[src/rtl/core/xtea_block_cipher_assert.svh]
// Assertion macros for the XTEA block cipher, sampled on clk_i with rst_ni as reset.
`ifndef XTEA_BLOCK_CIPHER_ASSERT_SVH
`define XTEA_BLOCK_CIPHER_ASSERT_SVH

`ifndef SYNTHESIS
`define XTEA_ASSERT(lbl, prop) \
  lbl: assert property (@(posedge clk_i) disable iff (!rst_ni) (prop)) \
    else $error("xtea assertion failed");
`define XTEA_ASSERT_NEVER(lbl, prop) \
  lbl: assert property (@(posedge clk_i) disable iff (!rst_ni) !(prop)) \
    else $error("xtea assertion failed");
`else
`define XTEA_ASSERT(lbl, prop)
`define XTEA_ASSERT_NEVER(lbl, prop)
`endif

`endif

[src/rtl/core/xtea_pkg.sv]
// Package with the types, constants and mixing function of the XTEA block cipher.
`timescale 1ns / 1ps

package xtea_pkg;

  localparam int unsigned WordW        = 32;
  localparam int unsigned KeyWords     = 4;
  localparam int unsigned RoundCountDef = 32;
  localparam int unsigned CfgIdxW      = 3;

  localparam logic [WordW-1:0] XTEA_DELTA = 32'h9e37_79b9;

  // Configuration register indexes.
  localparam logic [CfgIdxW-1:0] CFG_KEY_WORD_ZERO  = 3'd0;
  localparam logic [CfgIdxW-1:0] CFG_KEY_WORD_ONE   = 3'd1;
  localparam logic [CfgIdxW-1:0] CFG_KEY_WORD_TWO   = 3'd2;
  localparam logic [CfgIdxW-1:0] CFG_KEY_WORD_THREE = 3'd3;

  typedef logic [KeyWords-1:0][WordW-1:0] key_t;

  typedef struct packed {
    logic             req_type;
    logic [WordW-1:0] block_first_half;
    logic [WordW-1:0] block_second_half;
  } in_item_t;

  typedef struct packed {
    logic [WordW-1:0] out_first_half;
    logic [WordW-1:0] out_second_half;
  } out_item_t;

  // What travels down the pipeline with each item.
  typedef struct packed {
    logic             decrypt;
    logic [WordW-1:0] v0;
    logic [WordW-1:0] v1;
  } stage_data_t;

  function automatic logic [WordW-1:0] mix_word(input logic [WordW-1:0] v);
    mix_word = ((v << 4) ^ (v >> 5)) + v;
  endfunction

endpackage

[src/rtl/core/xtea_stage.sv]
// One XTEA half-round with its pipeline register and handshake.
`timescale 1ns / 1ps

module xtea_stage #(
  parameter int unsigned ROUND_COUNT = xtea_pkg::RoundCountDef,
  parameter int unsigned STAGE_IDX   = 0
) (
  input  logic                  clk_i,
  input  logic                  rst_ni,
  input  xtea_pkg::key_t        key_i,
  input  logic                  valid_i,
  output logic                  ready_o,
  input  xtea_pkg::stage_data_t data_i,
  output logic                  valid_o,
  input  logic                  ready_i,
  output xtea_pkg::stage_data_t data_o
);
  import xtea_pkg::*;

  localparam int unsigned Round  = STAGE_IDX / 2;
  localparam bit          IsEven = (STAGE_IDX % 2) == 0;
  localparam int unsigned EncMul = IsEven ? Round : Round + 1;
  localparam int unsigned DecMul = IsEven ? ROUND_COUNT - Round : ROUND_COUNT - Round - 1;

  localparam logic [WordW-1:0] EncSum = XTEA_DELTA * WordW'(EncMul);
  localparam logic [WordW-1:0] DecSum = XTEA_DELTA * WordW'(DecMul);
  localparam logic [1:0]       EncSel = IsEven ? EncSum[1:0] : EncSum[12:11];
  localparam logic [1:0]       DecSel = IsEven ? DecSum[12:11] : DecSum[1:0];

  logic                  valid_q;
  stage_data_t           data_q;
  stage_data_t           data_d;
  logic                  upd_first;
  logic [WordW-1:0]      src_word;
  logic [WordW-1:0]      dst_word;
  logic [WordW-1:0]      sum_key;
  logic [WordW-1:0]      tweak;
  logic [WordW-1:0]      new_word;

  // Even half-rounds of encryption and odd ones of decryption update v0.
  always_comb begin
    upd_first = IsEven ^ data_i.decrypt;
    src_word  = upd_first ? data_i.v1 : data_i.v0;
    dst_word  = upd_first ? data_i.v0 : data_i.v1;
    sum_key   = data_i.decrypt ? (DecSum + key_i[DecSel]) : (EncSum + key_i[EncSel]);
    tweak     = mix_word(src_word) ^ sum_key;
    new_word  = data_i.decrypt ? (dst_word - tweak) : (dst_word + tweak);
    data_d    = data_i;
    if (upd_first) begin
      data_d.v0 = new_word;
    end else begin
      data_d.v1 = new_word;
    end
  end

  assign ready_o = !valid_q || ready_i;

  always_ff @(posedge clk_i or negedge rst_ni) begin
    if (!rst_ni) begin
      valid_q <= 1'b0;
    end else if (ready_o) begin
      valid_q <= valid_i;
    end
  end

  always_ff @(posedge clk_i) begin
    if (ready_o && valid_i) begin
      data_q <= data_d;
    end
  end

  assign valid_o = valid_q;
  assign data_o  = data_q;

endmodule

[config.mk]
export PLATFORM = sky130hd
export DESIGN_NAME = xtea_stage
export DESIGN_NICKNAME = d
export VERILOG_FILES = /design/src/rtl/core/xtea_block_cipher_assert.svh /design/src/rtl/core/xtea_pkg.sv /design/src/rtl/core/xtea_stage.sv
export SDC_FILE = /design/constraint.sdc
export NUM_CORES = 1
export LEC_CHECK = 0
export BUFFER_PORTS_ARGS = -buffer_cell sky130_fd_sc_hd__buf_2
export CAP_MARGIN = 20
export CORE_UTILIZATION = 35
export CTS_CLUSTER_SIZE = 30
export DETAILED_ROUTE_END_ITERATION = 7
export PLACE_DENSITY_LB_ADDON = 0.2
export SLEW_MARGIN = 5
export SYNTH_ARGS = -nofsm -noshare
export SYNTH_HDL_FRONTEND = slang
export SYNTH_SLANG_ARGS = --single-unit
[constraint.sdc]
create_clock -name clk_i -period 2.3 [get_ports clk_i]
set_input_delay 0.46 -clock clk_i [delete_from_list [all_inputs] [get_ports clk_i]]
set_output_delay 0.46 -clock clk_i [all_outputs]
set_load 0.05 [all_outputs]
==> results.toml, run 1 <==
[synth]
ys_seq_area_frac = 0.227
synthMuxAreaShare = 0.0598
synth_seq_cells = 66
synth_xor_area_frac = 0.162
synth_cells = 1045
yosysMostFrequentCell = "nand2_1"
yosysTopAreaCell = "edfxtp_1"
synth_edf_count = 65
synth_top_family_by_area = "compound AO/OA/AOI/OAI gates"
synth.cell_area_sq_mm = 0.00870
ys_warn_count = 0
synth.distinct_cells = 84
syn-mean-instance-area_sq_um = 8.32
ys.flop_type = "edfxtp_1"
synth_top_area_frac = 0.224
synthTopCellsByArea = "edfxtp_1 (22%), xnor2_1 (9.4%), ha_1 (9.3%)"
syn_nets = 1309
async_flop_share = 0.0152
synth_compound_area_frac = 0.247
yosys.area_share.simple = 0.170
synthAdderAreaFrac = 0.0981
yosys-top-cells-count = "nand2_1 (105), xnor2_1 (93), o21ai_0 (80)"

[drt]
drt_iter0_drc = 563
firstDrtPassIters = 5
routed_wl_mm = 30.8
wl_per_cell_um = 15.8
vias = 9836
drcViolationCount = 0
antenna_left = 0
avgViaCountPerCell = 5.04

[clock_network]
cts.path.max_buffers = 2
cts_sinks = 66
cts_made_buffers = 9
path_clk_slew_ns = 0.06
cts_root_buf = "clkbuf_16"
tritoncts = "yes"
htree_levels = 3
clock_latency_ns = 0.33

[cells_and_area]
layout.area.seq_sq_mm = 0.00198
syn2layout_area_growth_pct = 69.0
drive_gt1_frac = 0.520
final_nets = 1887
antennaDiodeCount = 0
final_util = 0.604
multi_input_area_sq_mm = 0.00758
n_fill_cell = 2071

[global_routing]
grt_pass1_wl_mm = 47.5
grt_max_degree = 46
grt_usage = 0.231
antenna_found_initial = 0
grt_pass1_vias = 9487
grt_overflow = 0

[min_path]
hold_class = "input port to flip-flop"
hold_start = "valid_i"

[worst_setup_path]
cp_slowest_cell = "a2111o_1"
critPathLaunchType = "input port"
cpPeakStageDelay_ns = 0.40
worst-path-max-fanout = 8
startpoint = "data_i[64]"
cp.required_ns = 2.37
crit_arrival_ns = 5.70
end_kind = "flip-flop"
critical_path_class = "input port to flip-flop"
rrSetupSlack_ns = 0.84
r2r-start = "valid_o$_DFFE_PN0N_"

[timing]
slew-limit-headroom = 0.625
final-max-slew-violation-count = 0
setup_slack_ns = -3.33
finClkSkew_ns = 0.0105
final-setup-viol-count = 62
finalSetupTns_ns = -149.07
worst_slew_pin_slew_ns = 0.563
hold_viol = 0
rsz0062_at_grt = "yes"
post-route-period-util = 2.45
fmax_ghz = 0.178
fin_crit_ns = 5.63
worst_hold_slack_ns = 0.332

[die]
placementRows = 57
io_pins = 264
core_sq_mm = 0.0243
dieArea_sq_mm = 0.0255
die_h_um = 160
initial_core_util = 0.358
die_w_um = 160

[pwr]
clkPwrFrac = 0.082
powerDensity_mw_per_mm2 = 1040
switching_share = 0.446
p_leak_nw = 6.88
vdd_ir_drop_max_mv = 0.573
power_frac_seq = 0.121
combPwrFrac = 0.797
internal_power_mw = 8.49
switchingPower_mw = 6.84

[placed_design]
dp_hpwl_mm = 24.4
portBuffers = 199
globalplace.congestion = 0.892

[outcome]
outcome = "finished, violations left"
violations = "setup timing"

[job]
maxCapViolCount = 0
[critical path, delay by kind of cell]
kind | cells | cell delay [ns]
AO/OA/AOI/OAI | 14 | 2.86
XOR/XNOR | 2 | 0.30
adder cells (fa/ha/maj) | 2 | 0.49
buffers and inverters | 4 | 0.54
AND/OR/NAND/NOR | 7 | 1.04
[area by class of cell]
cell class | count | share of cell area
Clock inverter | 7 | 0.00349
Clock buffer | 9 | 0.0153
Sequential cell | 66 | 0.134
Multi-Input combinational cell | 902 | 0.515
Tap cell | 324 | 0.0276
Inverter | 40 | 0.0106
Timing Repair Buffer | 604 | 0.293
[power groups by stage]
| stage | logic (mW) | clock network [mW] | registers [mW] |
|---|---|---|---|
| 2_1_floorplan | 4.95 | 0 | 2.84 |
| 4_1_cts | 11.1 | 1.29 | 1.85 |
| 3_5_place_dp | 9.89 | 0 | 1.88 |
| 3_3_place_gp | 9.81 | 0 | 1.87 |
| 6_report | 12.2 | 1.26 | 1.85 |
| 5_1_grt | 13.1 | 1.33 | 1.87 |
[stage by stage]
stage | instances | instance area (sq um) | setup WS [ns] | power, mW
3_5_place_dp | 1887 | 12900 | -3.75 | 11.8
4_1_cts | 1934 | 14000 | -3.23 | 14.2
6_report | 1952 | 14700 | -3.33 | 15.3
5_1_grt | 1952 | 14700 | -3.63 | 16.3
3_3_place_gp | 1887 | 12900 | -3.62 | 11.7
2_1_floorplan | 1045 | 8960 | -4.04 | 7.79
[flip-flops by register name (all words and copies together) (netlist names)]
signal,count
data_o,65
valid_o,1
[final timing paths]
kind | depth (start not counted) | end
max | 29 | data_o[62]$_DFFE_PP_
min | 2 | valid_o$_DFFE_PN0N_
max reg2reg | 3 | data_o[27]$_DFFE_PP_
min in group asynchronous | 2 | valid_o$_DFFE_PN0N_
max in group asynchronous | 2 | valid_o$_DFFE_PN0N_
min reg2reg | 2 | valid_o$_DFFE_PN0N_
[cells in the final DEF, fill, tap and decap left out, drive strengths merged, types with 23 or more instances in the layout]
cell,n
buf,601
nand2,105
xnor2,95
o21ai,87
a21oi,73
nor2,71
edfxtp,65
ha,65
xor2,58
inv,42
a21o,39
mux2,32
nor3,23
[cell families after synthesis]
kind of cell    Yosys count
flops                    66
fa+ha+maj                67
simple gates            306
mux                      48
compound gates          326
buf+inv                  77
xor+xnor                155
[layer usage]
metal / share of wire / GRT usage
met5: 0 / 0
met4: 0.016 / 0.0533
met3: 0.040 / 0.0140
met2: 0.45 / 0.369
met1: 0.49 / 0.339
[repair_timing]
item / in CTS / in global routing
gates cloned: 2 / 1
hold endpoints to repair: 1 / 0
setup buffers: 32 / 20
hold buffers: 1 / 0
gates resized for setup: 132 / 112
endpoints found under the setup margin: 62 / 62
pin swaps: 94 / 87
Power figures use the tool's default switching activity.
==> run 2: changes to the inputs <==
- RECOVER_POWER: not set -> 50
- clock period: 2.3 -> 5.3 ns (I/O delays scaled with it)
==> run 2 against run 1 <==
Net effect:
- the flow finishes with violations (capacitance limit, slew limit, setup timing)
- largest cell class unchanged
- critical path type unchanged
- global-route usage increased by 0.52 points
- wire length about the same
- core utilization decreased by 1.7 points
- first-iteration DRC count decreased by 2.1%
- non-clock buffer count decreased by 27
==> results.toml, run 2 (synthesis results as in run 1) <==
[min_path]
hold_class = "input port to async pin"

[clock_network]
clock_latency_ns = 0.34
cts_sinks = 66
cts_made_buffers = 9
htree_levels = 3
path_clk_slew_ns = 0.05
cts_root_buf = "clkbuf_16"
cts.path.max_buffers = 2
tritoncts = "yes"

[global_routing]
grt_pass1_wl_mm = 48.3
grt_max_degree = 44
grt_usage = 0.236
grt_overflow = 0
antenna_found_initial = 1
grt_pass1_vias = 9608

[worst_setup_path]
rrSetupSlack_ns = 2.15
end_kind = "flip-flop"
r2r-start = "valid_o$_DFFE_PN0N_"
rr_worst_depth = 3
worst-path-max-fanout = 7
critPathLaunchType = "input port"
crit_top_cell = "buf_6"
cp-endpoint = "data_o[31]$_DFFE_PP_"
crit_arrival_ns = 6.23
critical_path_class = "input port to flip-flop"
cpPeakStageDelay_ns = 0.37
reg2reg_to = "data_o[61]$_DFFE_PP_"
cp_slowest_cell = "and4bb_2"
cp.required_ns = 5.39
startpoint = "data_i[64]"

[pwr]
powerDensity_mw_per_mm2 = 458
vdd_ir_drop_max_mv = 0.233
p_leak_nw = 6.51

[timing]
post-route-period-util = 1.16
worst_slew_pin_slew_ns = 2.34
setup_slack_ns = -0.841
hold_viol = 0
slew-limit-headroom = -0.559
fin_crit_ns = 6.14
finClkSkew_ns = 0.00807
rsz0062_at_grt = "yes"
final-setup-viol-count = 28
fmax_ghz = 0.163
final-max-slew-violation-count = 38
worst_hold_slack_ns = 0.489

[drt]
routed_wl_mm = 30.8
antenna_left = 0
avgViaCountPerCell = 5.07
wl_per_cell_um = 16.0
drt_iter0_drc = 551
vias = 9758
firstDrtPassIters = 5
drcViolationCount = 0

[cells_and_area]
drive_gt1_frac = 0.462
mostFrequentLayoutCell = "buf_4"
final_cell_mix = "buf_4 (349), buf_2 (131), nand2_1 (89), xnor2_1 (73), clkbuf_1 (69)"
final_nets = 1860
largest_reg_flops = 65
final_util = 0.587
final-instance-count-excl-fill = 1926
syn2layout_area_growth_pct = 64.2

[placed_design]
portBuffers = 199
dpl.cell_count = 1866
globalplace.congestion = 0.886
dp_hpwl_mm = 24.6

[outcome]
outcome = "finished, violations left"
violations = "capacitance limit, slew limit, setup timing"

[die]
dieArea_sq_mm = 0.0255
io_pins = 264
placementRows = 57
core_sq_mm = 0.0243
initial_core_util = 0.358
die_w_um = 160
die_h_um = 160

[job]
maxCapViolCount = 1
-- run 2: changes by cell type in the layout (fill, tap and decap cells not counted), sizes merged --
cell,delta
buf,-90
dlygate4sd3,-1
clkinv,-2
inv,-2
diode,+1
clkinvlp,-2
bufinv,+2
bufbuf,-1
clkbuf,+69
-- run 2: worst max-delay path, delay by kind of cell --
family                   cells  cell delay (ns)
XOR/XNOR                     3             0.43
buffers and inverters        6             0.72
AO/OA/AOI/OAI                9             1.93
adder cells (fa/ha/maj)      2             0.67
AND/OR/NAND/NOR              9             1.41
-- run 2: worst min path at each step --
stage	start	end	slack, ns	cells after the start
global placement	valid_o$_DFFE_PN0N_	valid_o$_DFFE_PN0N_	0.52	2
global route	rst_ni	valid_o$_DFFE_PN0N_	0.48	1
CTS	rst_ni	valid_o$_DFFE_PN0N_	0.48	1
floorplan	rst_ni	valid_o$_DFFE_PN0N_	0.76	0
finish	rst_ni	valid_o$_DFFE_PN0N_	0.49	1
detailed placement	valid_o$_DFFE_PN0N_	valid_o$_DFFE_PN0N_	0.52	2
-- run 2: final cells by class --
class / instances / area [sq um]
fill: 2174 / 10000
multi-input combinational: 902 / 7480
clock buffer: 13 / 250
timing repair buffer: 577 / 3950
clock inverter: 3 / 65.1
antenna: 1 / 2.50
inverter: 40 / 155
sequential: 66 / 1980
tap: 324 / 405
-- run 2: metal layers --
layer / wire, um / share of wire / track usage
met1: 15200 / 0.49 / 0.340
met2: 13900 / 0.45 / 0.378
met3: 1330 / 0.043 / 0.0249
met4: 414 / 0.013 / 0.0511
met5: 0 / 0 / 0
-- run 2: through the flow --
stage | worst slack [ns] | cell area, sq um | setup TNS [ns] | power [mW]
global placement | -1.31 | 12600 | -27.13 | 5.01
CTS | -0.777 | 13700 | -10.71 | 6.05
global route | -1.11 | 14300 | -21.99 | 6.96
finish | -0.841 | 14300 | -13.32 | 6.55
floorplan | -1.64 | 8920 | -33.95 | 3.36
detailed placement | -1.36 | 12600 | -29.24 | 5.04
-- run 2: power breakdown --
group | internal (mW) | leakage (nW) | switching (mW)
Combinational | 2.41 | 5.72 | 2.68
Clock | 0.424 | 0.154 | 0.216
Sequential | 0.780 | 0.635 | 0.0324
Total | 3.61 | 6.51 | 2.93
-- run 2: timing repair --
item,CTS,global route
hold buffers,0,0
buffers inserted,36,15
gates resized for setup,119,103
gates cloned,2,0
pin swaps,91,78
setup endpoints to repair,36,42
